`src/design/pcg_pkg.sv`:
```
// Shared types, constants and a helper function of the PCG32 random number generator.
package pcg_pkg;

   // LCG multiplier, split into 32-bit halves for the shared 32x32 multiplier.
   localparam logic [63:0] PCG_MULT      = 64'd6364136223846793005;
   localparam logic [31:0] PCG_MULT_LO   = PCG_MULT[31:0];
   localparam logic [31:0] PCG_MULT_HI   = PCG_MULT[63:32];

   // State after reset: one draw taken from the reseeded state with zero registers.
   localparam logic [63:0] STATE_RESET   = 64'd6364136223846793006;
   localparam logic [63:0] INCR_RESET    = 64'd1;

   localparam int SEED_WIDTH      = 64;
   localparam int STREAM_WIDTH    = 63;
   localparam int CSR_INDEX_WIDTH = 1;
   localparam int CSR_DATA_WIDTH  = 64;
   localparam int BOUND_WIDTH     = 33;
   localparam int VALUE_WIDTH     = 32;
   localparam int FRACTION_WIDTH  = 53;

   // Request codes.
   typedef enum logic [1:0] {
      CMD_RAW      = 2'd0,
      CMD_BOUNDED  = 2'd1,
      CMD_FRACTION = 2'd2,
      CMD_RESEED   = 2'd3
   } command_type;

   // Configuration register indexes.
   typedef enum logic [CSR_INDEX_WIDTH-1:0] {
      CSR_SEED   = 1'd0,
      CSR_STREAM = 1'd1
   } csr_index_type;

   // Steps of one draw: multiply low halves, then the two cross products, then update.
   typedef enum logic [2:0] {
      STEP_NONE,
      STEP_M0,
      STEP_M1,
      STEP_M2,
      STEP_M3
   } step_type;

   // Controller states.
   typedef enum logic [3:0] {
      ST_IDLE,
      ST_DECODE,
      ST_RESEED,
      ST_M0,
      ST_M1,
      ST_M2,
      ST_M3,
      ST_THR_START,
      ST_THR_WAIT,
      ST_MOD_START,
      ST_MOD_WAIT,
      ST_PUBLISH
   } ctrl_state_type;

   // Commands from the controller to the datapath.
   typedef struct packed {
      logic     accept;
      logic     res_clear;
      logic     set_error;
      step_type step;
      logic     reseed_load;
      logic     thr_start;
      logic     thr_load;
      logic     mod_start;
      logic     value_from_draw;
      logic     value_from_rem;
      logic     frac_hi_load;
      logic     frac_lo_load;
      logic     publish;
   } ctrl_cmd_type;

   // Status from the datapath to the controller.
   typedef struct packed {
      command_type command;
      logic        bound_bad;
      logic        bound_full;
      logic        draw_ok;
      logic        div_done;
   } dpath_sts_type;

   // XSH-RR output permutation of a 64-bit state.
   function automatic logic [31:0] pcg_output(input logic [63:0] s);
      logic [63:0] mixed;
      logic [31:0] xs;
      logic [4:0]  rot;
      logic [63:0] doubled;
      mixed   = ((s >> 18) ^ s) >> 27;
      xs      = mixed[31:0];
      rot     = s[63:59];
      doubled = {xs, xs} >> rot;
      return doubled[31:0];
   endfunction

endpackage

```
`src/design/pcg32_random_generator.sv`:
```
// Top level of the PCG32 XSH-RR random number generator.
//
// One request is in progress at a time; the result sits in an output register, so the
// next request is taken while a result still waits. Each draw runs in steps on the
// one shared 32x32 multiplier (low product, two cross products, state update). A
// raw request takes one draw, a unit fraction two, a reseed one after loading the
// state, and a bad bound none, its result carrying an error status. A bounded draw runs
// a bit-serial threshold remainder pass, draws until a draw is accepted, then a final
// modulo pass; a bound of 2^32 takes a single draw and no remainder pass.
// Configuration writes take effect at the next reseed request.
module pcg32_random_generator
   import pcg_pkg::*;
(
   input  logic                       clock,
   input  logic                       reset,
   input  logic                       csr_write_enable,
   input  logic [CSR_INDEX_WIDTH-1:0] csr_index,
   input  logic [CSR_DATA_WIDTH-1:0]  csr_write_data,
   input  logic                       req_valid,
   output logic                       req_stall,
   input  logic [1:0]                 req_command,
   input  logic [BOUND_WIDTH-1:0]     req_bound,
   output logic                       rsp_valid,
   input  logic                       rsp_stall,
   output logic [VALUE_WIDTH-1:0]     rsp_value,
   output logic [FRACTION_WIDTH-1:0]  rsp_fraction,
   output logic                       rsp_status
);

   ctrl_cmd_type  cmd;
   dpath_sts_type sts;

   pcg_ctrl u_ctrl (
      .clock     (clock),
      .reset     (reset),
      .req_valid (req_valid),
      .req_stall (req_stall),
      .rsp_valid (rsp_valid),
      .rsp_stall (rsp_stall),
      .sts       (sts),
      .cmd       (cmd)
   );

   pcg_dpath u_dpath (
      .clock            (clock),
      .reset            (reset),
      .csr_write_enable (csr_write_enable),
      .csr_index        (csr_index),
      .csr_write_data   (csr_write_data),
      .req_command      (req_command),
      .req_bound        (req_bound),
      .cmd              (cmd),
      .sts              (sts),
      .rsp_value        (rsp_value),
      .rsp_fraction     (rsp_fraction),
      .rsp_status       (rsp_status)
   );

endmodule

```
`src/design/pcg_div.sv`:
```
// Bit-serial restoring remainder unit: 32-bit dividend modulo a 32-bit divisor.
module pcg_div
   import pcg_pkg::*;
(
   input  logic        clock,
   input  logic        reset,
   input  logic        start,
   input  logic [31:0] dividend,
   input  logic [31:0] divisor,
   output logic [31:0] remainder,
   output logic        done
);

   logic [31:0] quot_ff,  quot_in;
   logic [31:0] rem_ff,   rem_in;
   logic [4:0]  count_ff, count_in;
   logic        busy_ff,  busy_in;
   logic        done_ff,  done_in;
   logic [32:0] trial;
   logic [32:0] diff;

   // One dividend bit enters the partial remainder each cycle while a pass runs.
   always_comb begin
      trial    = {rem_ff, quot_ff[31]};
      diff     = trial - {1'b0, divisor};
      quot_in  = quot_ff;
      rem_in   = rem_ff;
      count_in = count_ff;
      busy_in  = busy_ff;
      done_in  = 1'b0;
      if (start) begin
         quot_in  = dividend;
         rem_in   = '0;
         count_in = '0;
         busy_in  = 1'b1;
      end else if (busy_ff) begin
         quot_in  = {quot_ff[30:0], 1'b0};
         rem_in   = (trial >= {1'b0, divisor}) ? diff[31:0] : trial[31:0];
         count_in = count_ff + 5'd1;
         if (count_ff == 5'd31) begin
            busy_in = 1'b0;
            done_in = 1'b1;
         end
      end
   end

   // Control registers are cleared by reset; the data registers are not.
   always_ff @(posedge clock) begin
      if (reset) begin
         busy_ff  <= 1'b0;
         done_ff  <= 1'b0;
         count_ff <= '0;
      end else begin
         busy_ff  <= busy_in;
         done_ff  <= done_in;
         count_ff <= count_in;
      end
   end

   always_ff @(posedge clock) begin
      quot_ff <= quot_in;
      rem_ff  <= rem_in;
   end

   assign remainder = rem_ff;
   assign done      = done_ff;

   // The finish pulse only ends a running pass, and a pass is never restarted midway.
   a_done_after_busy: assert property (@(posedge clock) disable iff (reset)
      done_ff |-> $past(busy_ff))
      else $error("remainder finished without a running pass");
   a_start_when_free: assert property (@(posedge clock) disable iff (reset)
      start |-> !busy_ff)
      else $error("remainder pass started while busy");

endmodule

```
`src/design/pcg_dpath.sv`:
```
// Datapath: generator state, shared multiplier, remainder unit, work and result registers.
module pcg_dpath
   import pcg_pkg::*;
(
   input  logic                       clock,
   input  logic                       reset,
   input  logic                       csr_write_enable,
   input  logic [CSR_INDEX_WIDTH-1:0] csr_index,
   input  logic [CSR_DATA_WIDTH-1:0]  csr_write_data,
   input  logic [1:0]                 req_command,
   input  logic [BOUND_WIDTH-1:0]     req_bound,
   input  ctrl_cmd_type               cmd,
   output dpath_sts_type              sts,
   output logic [VALUE_WIDTH-1:0]     rsp_value,
   output logic [FRACTION_WIDTH-1:0]  rsp_fraction,
   output logic                       rsp_status
);

   logic [SEED_WIDTH-1:0]     seed_ff;
   logic [STREAM_WIDTH-1:0]   stream_ff;
   logic [63:0]               state_ff,  state_in;
   logic [63:0]               incr_ff,   incr_in;
   logic [63:0]               acc_ff,    acc_in;
   logic [63:0]               prod_ff,   prod_in;
   logic [31:0]               draw_ff,   draw_in;
   logic [31:0]               thr_ff;
   logic [1:0]                command_ff;
   logic [BOUND_WIDTH-1:0]    bound_ff;
   logic [VALUE_WIDTH-1:0]    value_w_ff, value_w_in;
   logic [FRACTION_WIDTH-1:0] frac_w_ff,  frac_w_in;
   logic                      status_w_ff, status_w_in;
   logic [VALUE_WIDTH-1:0]    rsp_value_ff;
   logic [FRACTION_WIDTH-1:0] rsp_fraction_ff;
   logic                      rsp_status_ff;
   logic [31:0]               mul_a, mul_b;
   logic [63:0]               prod_shifted;
   logic [63:0]               incr_new;
   logic                      div_start;
   logic [31:0]               div_dividend;
   logic [31:0]               div_rem;
   logic                      div_done;

   // Configuration registers.
   always_ff @(posedge clock) begin
      if (reset) begin
         seed_ff   <= '0;
         stream_ff <= '0;
      end else if (csr_write_enable) begin
         case (csr_index)
            CSR_SEED:   seed_ff   <= csr_write_data;
            CSR_STREAM: stream_ff <= csr_write_data[STREAM_WIDTH-1:0];
            default:    ;
         endcase
      end
   end

   // Request fields are held for the whole request.
   always_ff @(posedge clock) begin
      if (cmd.accept) begin
         command_ff <= req_command;
         bound_ff   <= req_bound;
      end
   end

   // Shared 32x32 multiplier; the operands follow the step of the draw.
   always_comb begin
      mul_a = state_ff[31:0];
      mul_b = PCG_MULT_LO;
      case (cmd.step)
         STEP_M1: begin
            mul_a = state_ff[63:32];
            mul_b = PCG_MULT_LO;
         end
         STEP_M2: begin
            mul_a = state_ff[31:0];
            mul_b = PCG_MULT_HI;
         end
         default: begin
            mul_a = state_ff[31:0];
            mul_b = PCG_MULT_LO;
         end
      endcase
   end

   assign prod_shifted = {prod_ff[31:0], 32'd0};
   assign incr_new     = {stream_ff, 1'b1};

   // State advance: state * mult + increment, built from three partial products.
   always_comb begin
      prod_in  = mul_a * mul_b;
      acc_in   = acc_ff;
      state_in = state_ff;
      incr_in  = incr_ff;
      draw_in  = draw_ff;
      case (cmd.step)
         STEP_M0: draw_in  = pcg_output(state_ff);
         STEP_M1: acc_in   = prod_ff + incr_ff;
         STEP_M2: acc_in   = acc_ff + prod_shifted;
         STEP_M3: state_in = acc_ff + prod_shifted;
         default: ;
      endcase
      // Reseed: the first draw from a zero state lands on the increment itself.
      if (cmd.reseed_load) begin
         incr_in  = incr_new;
         state_in = incr_new + seed_ff;
      end
   end

   always_ff @(posedge clock) begin
      if (reset) begin
         state_ff <= STATE_RESET;
         incr_ff  <= INCR_RESET;
      end else begin
         state_ff <= state_in;
         incr_ff  <= incr_in;
      end
   end

   always_ff @(posedge clock) begin
      prod_ff <= prod_in;
      acc_ff  <= acc_in;
      draw_ff <= draw_in;
   end

   // Remainder unit serves both the rejection threshold and the final modulo.
   assign div_start    = cmd.thr_start | cmd.mod_start;
   assign div_dividend = cmd.mod_start ? draw_ff : (32'd0 - bound_ff[31:0]);

   pcg_div u_div (
      .clock     (clock),
      .reset     (reset),
      .start     (div_start),
      .dividend  (div_dividend),
      .divisor   (bound_ff[31:0]),
      .remainder (div_rem),
      .done      (div_done)
   );

   always_ff @(posedge clock) begin
      if (cmd.thr_load) begin
         thr_ff <= div_rem;
      end
   end

   // Work registers collect the result while the request is in progress.
   always_comb begin
      value_w_in  = value_w_ff;
      frac_w_in   = frac_w_ff;
      status_w_in = status_w_ff;
      if (cmd.res_clear) begin
         value_w_in  = '0;
         frac_w_in   = '0;
         status_w_in = 1'b0;
      end
      if (cmd.set_error) begin
         status_w_in = 1'b1;
      end
      if (cmd.value_from_draw) begin
         value_w_in = draw_ff;
      end
      if (cmd.value_from_rem) begin
         value_w_in = div_rem;
      end
      if (cmd.frac_hi_load) begin
         frac_w_in[52:26] = draw_ff[31:5];
      end
      if (cmd.frac_lo_load) begin
         frac_w_in[25:0] = draw_ff[31:6];
      end
   end

   always_ff @(posedge clock) begin
      value_w_ff  <= value_w_in;
      frac_w_ff   <= frac_w_in;
      status_w_ff <= status_w_in;
   end

   // Output register: loaded only when the result slot is free.
   always_ff @(posedge clock) begin
      if (cmd.publish) begin
         rsp_value_ff    <= value_w_ff;
         rsp_fraction_ff <= frac_w_ff;
         rsp_status_ff   <= status_w_ff;
      end
   end

   assign rsp_value    = rsp_value_ff;
   assign rsp_fraction = rsp_fraction_ff;
   assign rsp_status   = rsp_status_ff;

   // Status toward the controller.
   always_comb begin
      sts.command    = command_type'(command_ff);
      sts.bound_bad  = (bound_ff == '0) || (bound_ff[32] && (|bound_ff[31:0]));
      sts.bound_full = bound_ff[32] && !(|bound_ff[31:0]);
      sts.draw_ok    = (draw_ff >= thr_ff);
      sts.div_done   = div_done;
   end

endmodule

```
`src/design/pcg_ctrl.sv`:
```
// Controller state machine: sequences draws, remainder passes and result transfers.
module pcg_ctrl
   import pcg_pkg::*;
(
   input  logic          clock,
   input  logic          reset,
   input  logic          req_valid,
   output logic          req_stall,
   output logic          rsp_valid,
   input  logic          rsp_stall,
   input  dpath_sts_type sts,
   output ctrl_cmd_type  cmd
);

   ctrl_state_type state_ff, state_in;
   logic           second_ff, second_in;
   logic           rsp_valid_ff, rsp_valid_in;
   logic           slot_free;

   assign slot_free = !rsp_valid_ff || !rsp_stall;

   // Next state.
   always_comb begin
      state_in = state_ff;
      case (state_ff)
         ST_IDLE: begin
            if (req_valid) begin
               state_in = ST_DECODE;
            end
         end
         ST_DECODE: begin
            case (sts.command)
               CMD_RAW:      state_in = ST_M0;
               CMD_FRACTION: state_in = ST_M0;
               CMD_RESEED:   state_in = ST_RESEED;
               CMD_BOUNDED: begin
                  if (sts.bound_bad) begin
                     state_in = ST_PUBLISH;
                  end else if (sts.bound_full) begin
                     state_in = ST_M0;
                  end else begin
                     state_in = ST_THR_START;
                  end
               end
               default: state_in = ST_PUBLISH;
            endcase
         end
         ST_RESEED: state_in = ST_M0;
         ST_M0:     state_in = ST_M1;
         ST_M1:     state_in = ST_M2;
         ST_M2:     state_in = ST_M3;
         ST_M3: begin
            case (sts.command)
               CMD_BOUNDED: begin
                  if (sts.bound_full) begin
                     state_in = ST_PUBLISH;
                  end else if (sts.draw_ok) begin
                     state_in = ST_MOD_START;
                  end else begin
                     state_in = ST_M0;
                  end
               end
               CMD_FRACTION: state_in = second_ff ? ST_PUBLISH : ST_M0;
               default:      state_in = ST_PUBLISH;
            endcase
         end
         ST_THR_START: state_in = ST_THR_WAIT;
         ST_THR_WAIT: begin
            if (sts.div_done) begin
               state_in = ST_M0;
            end
         end
         ST_MOD_START: state_in = ST_MOD_WAIT;
         ST_MOD_WAIT: begin
            if (sts.div_done) begin
               state_in = ST_PUBLISH;
            end
         end
         ST_PUBLISH: begin
            if (slot_free) begin
               state_in = ST_IDLE;
            end
         end
         default: state_in = ST_IDLE;
      endcase
   end

   // Commands to the datapath.
   always_comb begin
      cmd       = '0;
      cmd.step  = STEP_NONE;
      second_in = second_ff;
      case (state_ff)
         ST_IDLE:   cmd.accept = req_valid;
         ST_DECODE: begin
            cmd.res_clear = 1'b1;
            second_in     = 1'b0;
            if (sts.command == CMD_BOUNDED && sts.bound_bad) begin
               cmd.set_error = 1'b1;
            end
         end
         ST_RESEED: cmd.reseed_load = 1'b1;
         ST_M0:     cmd.step = STEP_M0;
         ST_M1:     cmd.step = STEP_M1;
         ST_M2:     cmd.step = STEP_M2;
         ST_M3: begin
            cmd.step = STEP_M3;
            case (sts.command)
               CMD_RAW: cmd.value_from_draw = 1'b1;
               CMD_BOUNDED: begin
                  if (sts.bound_full) begin
                     cmd.value_from_draw = 1'b1;
                  end
               end
               CMD_FRACTION: begin
                  if (second_ff) begin
                     cmd.frac_lo_load = 1'b1;
                  end else begin
                     cmd.frac_hi_load = 1'b1;
                     second_in        = 1'b1;
                  end
               end
               default: ;
            endcase
         end
         ST_THR_START: cmd.thr_start = 1'b1;
         ST_THR_WAIT:  cmd.thr_load  = sts.div_done;
         ST_MOD_START: cmd.mod_start = 1'b1;
         ST_MOD_WAIT:  cmd.value_from_rem = sts.div_done;
         ST_PUBLISH:   cmd.publish = slot_free;
         default: ;
      endcase
   end

   // Result valid: set by a publish, cleared by a completed transfer.
   always_comb begin
      rsp_valid_in = rsp_valid_ff && rsp_stall;
      if (cmd.publish) begin
         rsp_valid_in = 1'b1;
      end
   end

   always_ff @(posedge clock) begin
      if (reset) begin
         state_ff     <= ST_IDLE;
         second_ff    <= 1'b0;
         rsp_valid_ff <= 1'b0;
      end else begin
         state_ff     <= state_in;
         second_ff    <= second_in;
         rsp_valid_ff <= rsp_valid_in;
      end
   end

   assign req_stall = (state_ff != ST_IDLE);
   assign rsp_valid = rsp_valid_ff;

   // A new result never overwrites one still waiting, and each accepted request is decoded.
   a_publish_slot_free: assert property (@(posedge clock) disable iff (reset)
      cmd.publish |-> (!rsp_valid_ff || !rsp_stall))
      else $error("result published over a pending one");
   a_publish_shows: assert property (@(posedge clock) disable iff (reset)
      cmd.publish |=> rsp_valid_ff)
      else $error("published result not presented");
   a_accept_decode: assert property (@(posedge clock) disable iff (reset)
      (req_valid && !req_stall) |=> (state_ff == ST_DECODE))
      else $error("accepted request not decoded");

endmodule
```
`config.mk`:
```
export PLATFORM = sky130hd
export DESIGN_NAME = pcg32_random_generator
export DESIGN_NICKNAME = d
export VERILOG_FILES = /design/src/design/pcg_pkg.sv /design/src/design/pcg32_random_generator.sv /design/src/design/pcg_div.sv /design/src/design/pcg_dpath.sv /design/src/design/pcg_ctrl.sv
export SDC_FILE = /design/constraint.sdc
export NUM_CORES = 2
export LEC_CHECK = 0
export BUFFER_PORTS_ARGS = -buffer_cell sky130_fd_sc_hd__buf_2
export CORE_ASPECT_RATIO = 2
export CORE_MARGIN = 4
export CORE_UTILIZATION = 25
export DETAILED_ROUTE_END_ITERATION = 12
export SYNTH_ARGS = -nofsm -noshare
export SYNTH_HDL_FRONTEND = slang
export SYNTH_SLANG_ARGS = --single-unit
```
`constraint.sdc`:
```
create_clock -name clock -period 18.8 [get_ports clock]
set_clock_uncertainty 0.15 [all_clocks]
set_input_delay 1.88 -clock clock [delete_from_list [all_inputs] [get_ports clock]]
set_output_delay 1.88 -clock clock [all_outputs]
set_load 0.1 [all_outputs]
```
### After elaboration in Yosys (flattened, before gate mapping)

Index checks and enable logic that the tools add are counted.

| storage, ports and cells | value |
|---|---|
| bits in registers | 730 |
| output and inout port bits | 88 |
| word-level logic and storage cells | 142 |

| cells by class | value |
|---|---|
| add/subtract/negate cells | 6 |
| $mul | 1 |
| magnitude comparators | 2 |
| equal/unequal tests | 24 |
| shift-type cells | 1 |
| muxes and demuxes | 51 |
| bitwise logic cells | 4 |
| reductions and logical operators | 28 |

Operator list:

| operator | number |
|---|---|
| $mux 32 | 8 |
| $add 64x64->64 | 3 |
| $mux 64 | 2 |
| $pmux 64 s2 | 1 |
| $shr 64x5->32 | 1 |
| $mul 32x31->63 | 1 |
| $xor 46x59->59 | 1 |
| $mux 53 | 1 |
| $pmux 4 s12 | 1 |
| $ge 33x32->1 | 1 |
| $logic_not 33->1 | 1 |
| $ge 32x32->1 | 1 |
| $mux 4 | 8 |
| $reduce_or 32->1 | 1 |
| $sub 1x32->32 const A | 1 |
| $sub 32x32->32 | 1 |
| $mux 29 | 1 |
| $mux 27 | 1 |
| $mux 26 | 1 |
| $mux 1 | 18 |
| $eq 4x3->1 const B | 4 |
| $eq 4x4->1 const B | 4 |
| $pmux 3 s4 | 1 |
| $pmux 4 s3 | 1 |
| 29 further kinds | 53 |

### Depth between registers and ports, before layout

| logic depth | value |
|---|---|
| depth in word-level cells | 9 |
| mapped depth | 37 |
| mapped depth without buffers | 36 |

### Cells and area by module

A second synthesis with hierarchy kept.

| unflattened totals | value |
|---|---|
| cells, all modules | 6,697 |
| area, all modules | 62,896.6 um2 |

By module, submodules not included:

| module | times used | cells an instance | area each (um2) | sequential area each (um2) |
|---|---|---|---|---|
| pcg_dpath | 1 | 6,060 | 57,271.2 | 16,415.7 |
| pcg_div | 1 | 556 | 5,007.3 | 1,741.7 |
| pcg_ctrl | 1 | 81 | 618.1 | 120.1 |

### Worst setup path after synthesis

OpenSTA, ideal clock, no wires.

| timing | value |
|---|---|
| path type | register to register |
| start point | register u_ctrl.state_ff[3] |
| end point | register u_dpath.prod_ff[58] |
| library setup time | 119 ps |
| arrival | 9,456 ps |
| required time | 18,531 ps |
| setup slack | 9,075 ps |
| stages on the path, launching flop included | 32 |
| path buffers | 5 |
| clock period less this slack | 9,725 ps |
| cells stage by stage | dfxtp_1 > clkbuf_1 > nor3_1 > buf_2 > buf_2 > buf_2 > mux2i_1 > nor2_1 > fa_1 > fa_1 > inv_1 > fa_1 > inv_1 > fa_1 > inv_1 > fa_1 > fa_1 > fa_1 > fa_1 > inv_1 > ha_1 > clkbuf_1 > nand4_1 > nor2_1 > nand2_1 > or4b_1 > o211ai_2 > a41oi_1 > o31ai_2 > a21oi_1 > nor2b_1 > xnor2_1 |

| on the way | value |
|---|---|
| word-level cells in the longest chain between the ends | 5 |
| elaborated cells on any way between the ends | 10 |
| classes of those cells | 1 x mul; 6 x eq/ne; 3 x mux |

RTL lines:

| item | line | RTL |
|---|---|---|
| from (decl) | pcg_ctrl.sv:15 | `ctrl_state_type state_ff, state_in;` |
| from (signal assigned) | pcg_ctrl.sv:149 | `state_ff <= state_in;` |
| $eq 4x3->1 or $eq 4x2->1 (tied branches) | pcg_ctrl.sv:93 | `case (state_ff)` |
| $pmux 3 s4 (*) | pcg_ctrl.sv:93 |  |
| $eq 3x2->1 | pcg_dpath.sv:69 | `case (cmd.step)` |
| $mux 32 or $mux 29 (tied branches) | pcg_dpath.sv:69 |  |
| $mul 32x31->63 (*) | pcg_dpath.sv:90 | `prod_in = mul_a * mul_b;` |
| net u_dpath.prod_in[58] | pcg_dpath.sv:24 | `logic [63:0] prod_ff, prod_in;` |
| to (signal assigned) | pcg_dpath.sv:120 | `prod_ff <= prod_in;` |
| to (decl) | pcg_dpath.sv:24 |  |

Mark *: on every way through the listed nets, which the timed path passes. The rest lies on a longest branch.
A chain may end at the register's enable or synchronous reset.

### Worst setup path after layout

| timing | value |
|---|---|
| start point | register u_ctrl.state_ff[1] |
| end point | register u_dpath.prod_ff[43] |

The elaborated chain is that of the path after synthesis.

==> run_results.csv <==
group,metric,value,unit
run_status,status,"completed",
layout,ff_latch_area,0.0183,mm2
worst_setup_path,critPathLaunchType,"flop",
sta,drv_slew,0,
placed_design,dp_cells,9831,
sta,tightest_slew,1.14,ns
worst_setup_path,reg2reg_depth,29,
global_route,grt_start_max_net_pins,97,
worst_setup_path,critPathSlowestCell,"mux2i_1",
layout,nets,7956,
die,fp.dieH,710,um
logic_synthesis,synth_area_per_cell,9.36,um2
route,viasPerCell,4.92,
route,dr.first_iter.drc_count,3159,
worst_setup_path,worstPathRequired,19.22,ns
logic_synthesis,synth_top_area_share,17.8,%
clock_tree,h-tree-depth,3,
global_route,grt_pass1_wl,349,mm
sta,hold_violations,0,
logic_synthesis,ys_async_sr_fraction,0,%
worst_setup_path,crit_arrival,11.71,ns
clock_tree,clock_sinks,729,
layout,fillers,26000,
global_route,grt_pass1_vias,51400,
die,initial_core_util,25.1,%
route,wirelength,245,mm
die,floorplan.die.width,359,um
layout,most-common-layout-cells,"880 x inv_1, 789 x nand2_1, 646 x ha_1",
die,coreArea,0.245,mm2
die,num_rows,257,
clock_tree,cts_tree,"done",
layout,area_growth,11.8,%
worst_hold_path,hold_depth,0,
layout,drive_above_1_share,7.31,%
logic_synthesis,yosysWarnings,0,
placed_design,dp_slack,7.44,ns
layout,final_cells,9972,
route,drtAntennaViolNets,0,
logic_synthesis,ys_types,91,
sta,rsz0062_at_grt,"false",
sta,tns,0,ns
logic_synthesis,seq_area_frac_synth,29.6,%
worst_hold_path,min_path_type,"reg2reg",
clock_tree,cts_resized,0,
clock_tree,cts_setup_buffers,0,
clock_tree,clkLatencyLatePin,0.66,ns
placed_design,io_buffers,192,
clock_tree,clk_path_buf_depth,3,
sta,min_period,11.29,ns
global_route,gr-total-overflow,0,
sta,max_slew_margin,22.2,%
global_route,antenna_found_initial,20,
route,dr.pass1.iters,6,
logic_synthesis,synth_ff_type,"edfxtp_1",
clock_tree,postCtsHoldBufs,0,
worst_hold_path,hold_path_startpoint,"u_dpath.frac_w_ff[28]",
placed_design,dp_hpwl,201,mm
die,num_io_pins,193,
route,wire_per_inst,24.6,um
route,num_vias,49000,
logic_synthesis,postSynthCellCount,6584,
sta,fin_crit_sh,60.1,%
layout,layout_commonest_cell,"inv_1",
worst_setup_path,critical_path_class,"reg2reg",
layout,final_core_util,28.1,%
flow_run,drv_cap,0,
logic_synthesis,synth_area_leaders,"edfxtp_1 18%, fa_1 17%, ha_1 13%",
worst_setup_path,path_common_cell,"fa_1",
die,dieArea,0.255,mm2
placed_design,routabilityCongestion,1.02,
worst_setup_path,r2r_start,"u_ctrl.state_ff[1]",
logic_synthesis,synth_edf_count,366,
worst_setup_path,critPathMaxFanout,46,
logic_synthesis,synth_area_leader_cell,"edfxtp_1",
clock_tree,clkTransAtPathRegs,0.07,ns
sta,max_freq,88.5,MHz
worst_setup_path,max_stage_delay,0.92,ns
worst_setup_path,crit_start,"u_ctrl.state_ff[1]",
layout,multi_input_area,0.0391,mm2
clock_tree,numCtsBuffers,71,
worst_setup_path,end_kind,"flop",
clock_tree,clock-root-buffer,"clkbuf_16",
sta,setup_violations,0,
logic_synthesis,synth-seq-cells,729,
sta,fin_ws,7.51,ns
global_route,grt_use_total,18.8,%
route,drc_errors,0,
logic_synthesis,syn-cell-area,0.0616,mm2
-- through the flow --
step,area [um2],hold WS (ns)
5_1_grt,68800,0.269
6_report,68900,0.243
3_3_place_gp,66300,0.251
3_5_place_dp,66300,0.255
2_1_floorplan,61700,0.250
4_1_cts,68800,0.246
-- cell families after synthesis --
| family | share of synthesized area (%) |
|---|---|
| other | 0.0122 |
| AOI/OAI and AO/OA | 14.3 |
| DFF | 29.6 |
| muxes | 2.51 |
| xor gates and xnor gates | 3.90 |
| and+or+nand+nor | 11.9 |
| buffers and inverters | 7.17 |
| adders and majority gates | 30.6 |
-- final timing paths --
path	to	slack (ns)
setup / recovery	u_dpath.prod_ff[43]	7.51
setup reg to reg	u_dpath.prod_ff[43]	7.51
hold / removal	u_dpath.rsp_fraction[28]	0.24
hold reg to reg	u_dpath.rsp_fraction[28]	0.24
-- per-layer routing --
layer / share of wire, % / track usage [%] / up-vias
li1: - / - / 22400
met1: 30 / 15.9 / 24100
met2: 52 / 35.7 / 1706
met3: 3.7 / 2.03 / 822
met4: 14 / 21.1 / 6
met5: 0.015 / 0 / -
-- area by class of cell --
class	count	share of cell area [%]
diodes	9	0.0327
inverters	884	4.82
clock inverters	51	0.997
well taps	3237	5.88
multi-input cells	4720	56.8
flip-flops and latches	729	26.5
clock buffers	81	2.74
repair buffers	261	2.16
-- worst max-delay path, delay by kind of cell (launching register included) --
kind	cells	cell delay (ns)
and+or+nand+nor	7	2.01
muxes	1	0.92
buffers and inverters	7	1.79
AOI/OAI and AO/OA	4	1.32
xor gates and xnor gates	1	0.18
DFF	1	0.54
adders and majority gates	9	4.19
-- state kept, by name, summed over array words and instances, names as in the netlist, 33 cells and up --
signal                count
u_dpath.seed_ff          64
u_dpath.stream_ff        63
u_dpath.incr_ff          63
u_dpath.bound_ff         33
u_dpath.frac_w_ff        53
u_dpath.state_ff         64
u_dpath.prod_ff          63
u_dpath.acc_ff           64
u_dpath.rsp_fraction     53
-- synthesized netlist by cell type (all sizes together), types with 16 or more instances --
master and n:
buf 49, a31oi 48, nand2b 45, o221ai 19, a21o 142, nor3 77
nand4 67, xnor2 173, ha 646, nand3 71, o21ai 309, and2 72
mux2i 87, clkbuf 231, fa 538, inv 882, nor2b 33, a211oi 34
dfxtp 363, o21a 43, o31ai 16, nand2 792, nor2 388, mux2 26
a21oi 604, a22oi 22, o21bai 44, edfxtp 366, and3 25, xor2 101
mux4 17, o211ai 25, or3 20, a221oi 28
Power is not shown: default switching activity piles up to over one toggle a cycle in this logic, so the estimate is an artifact.
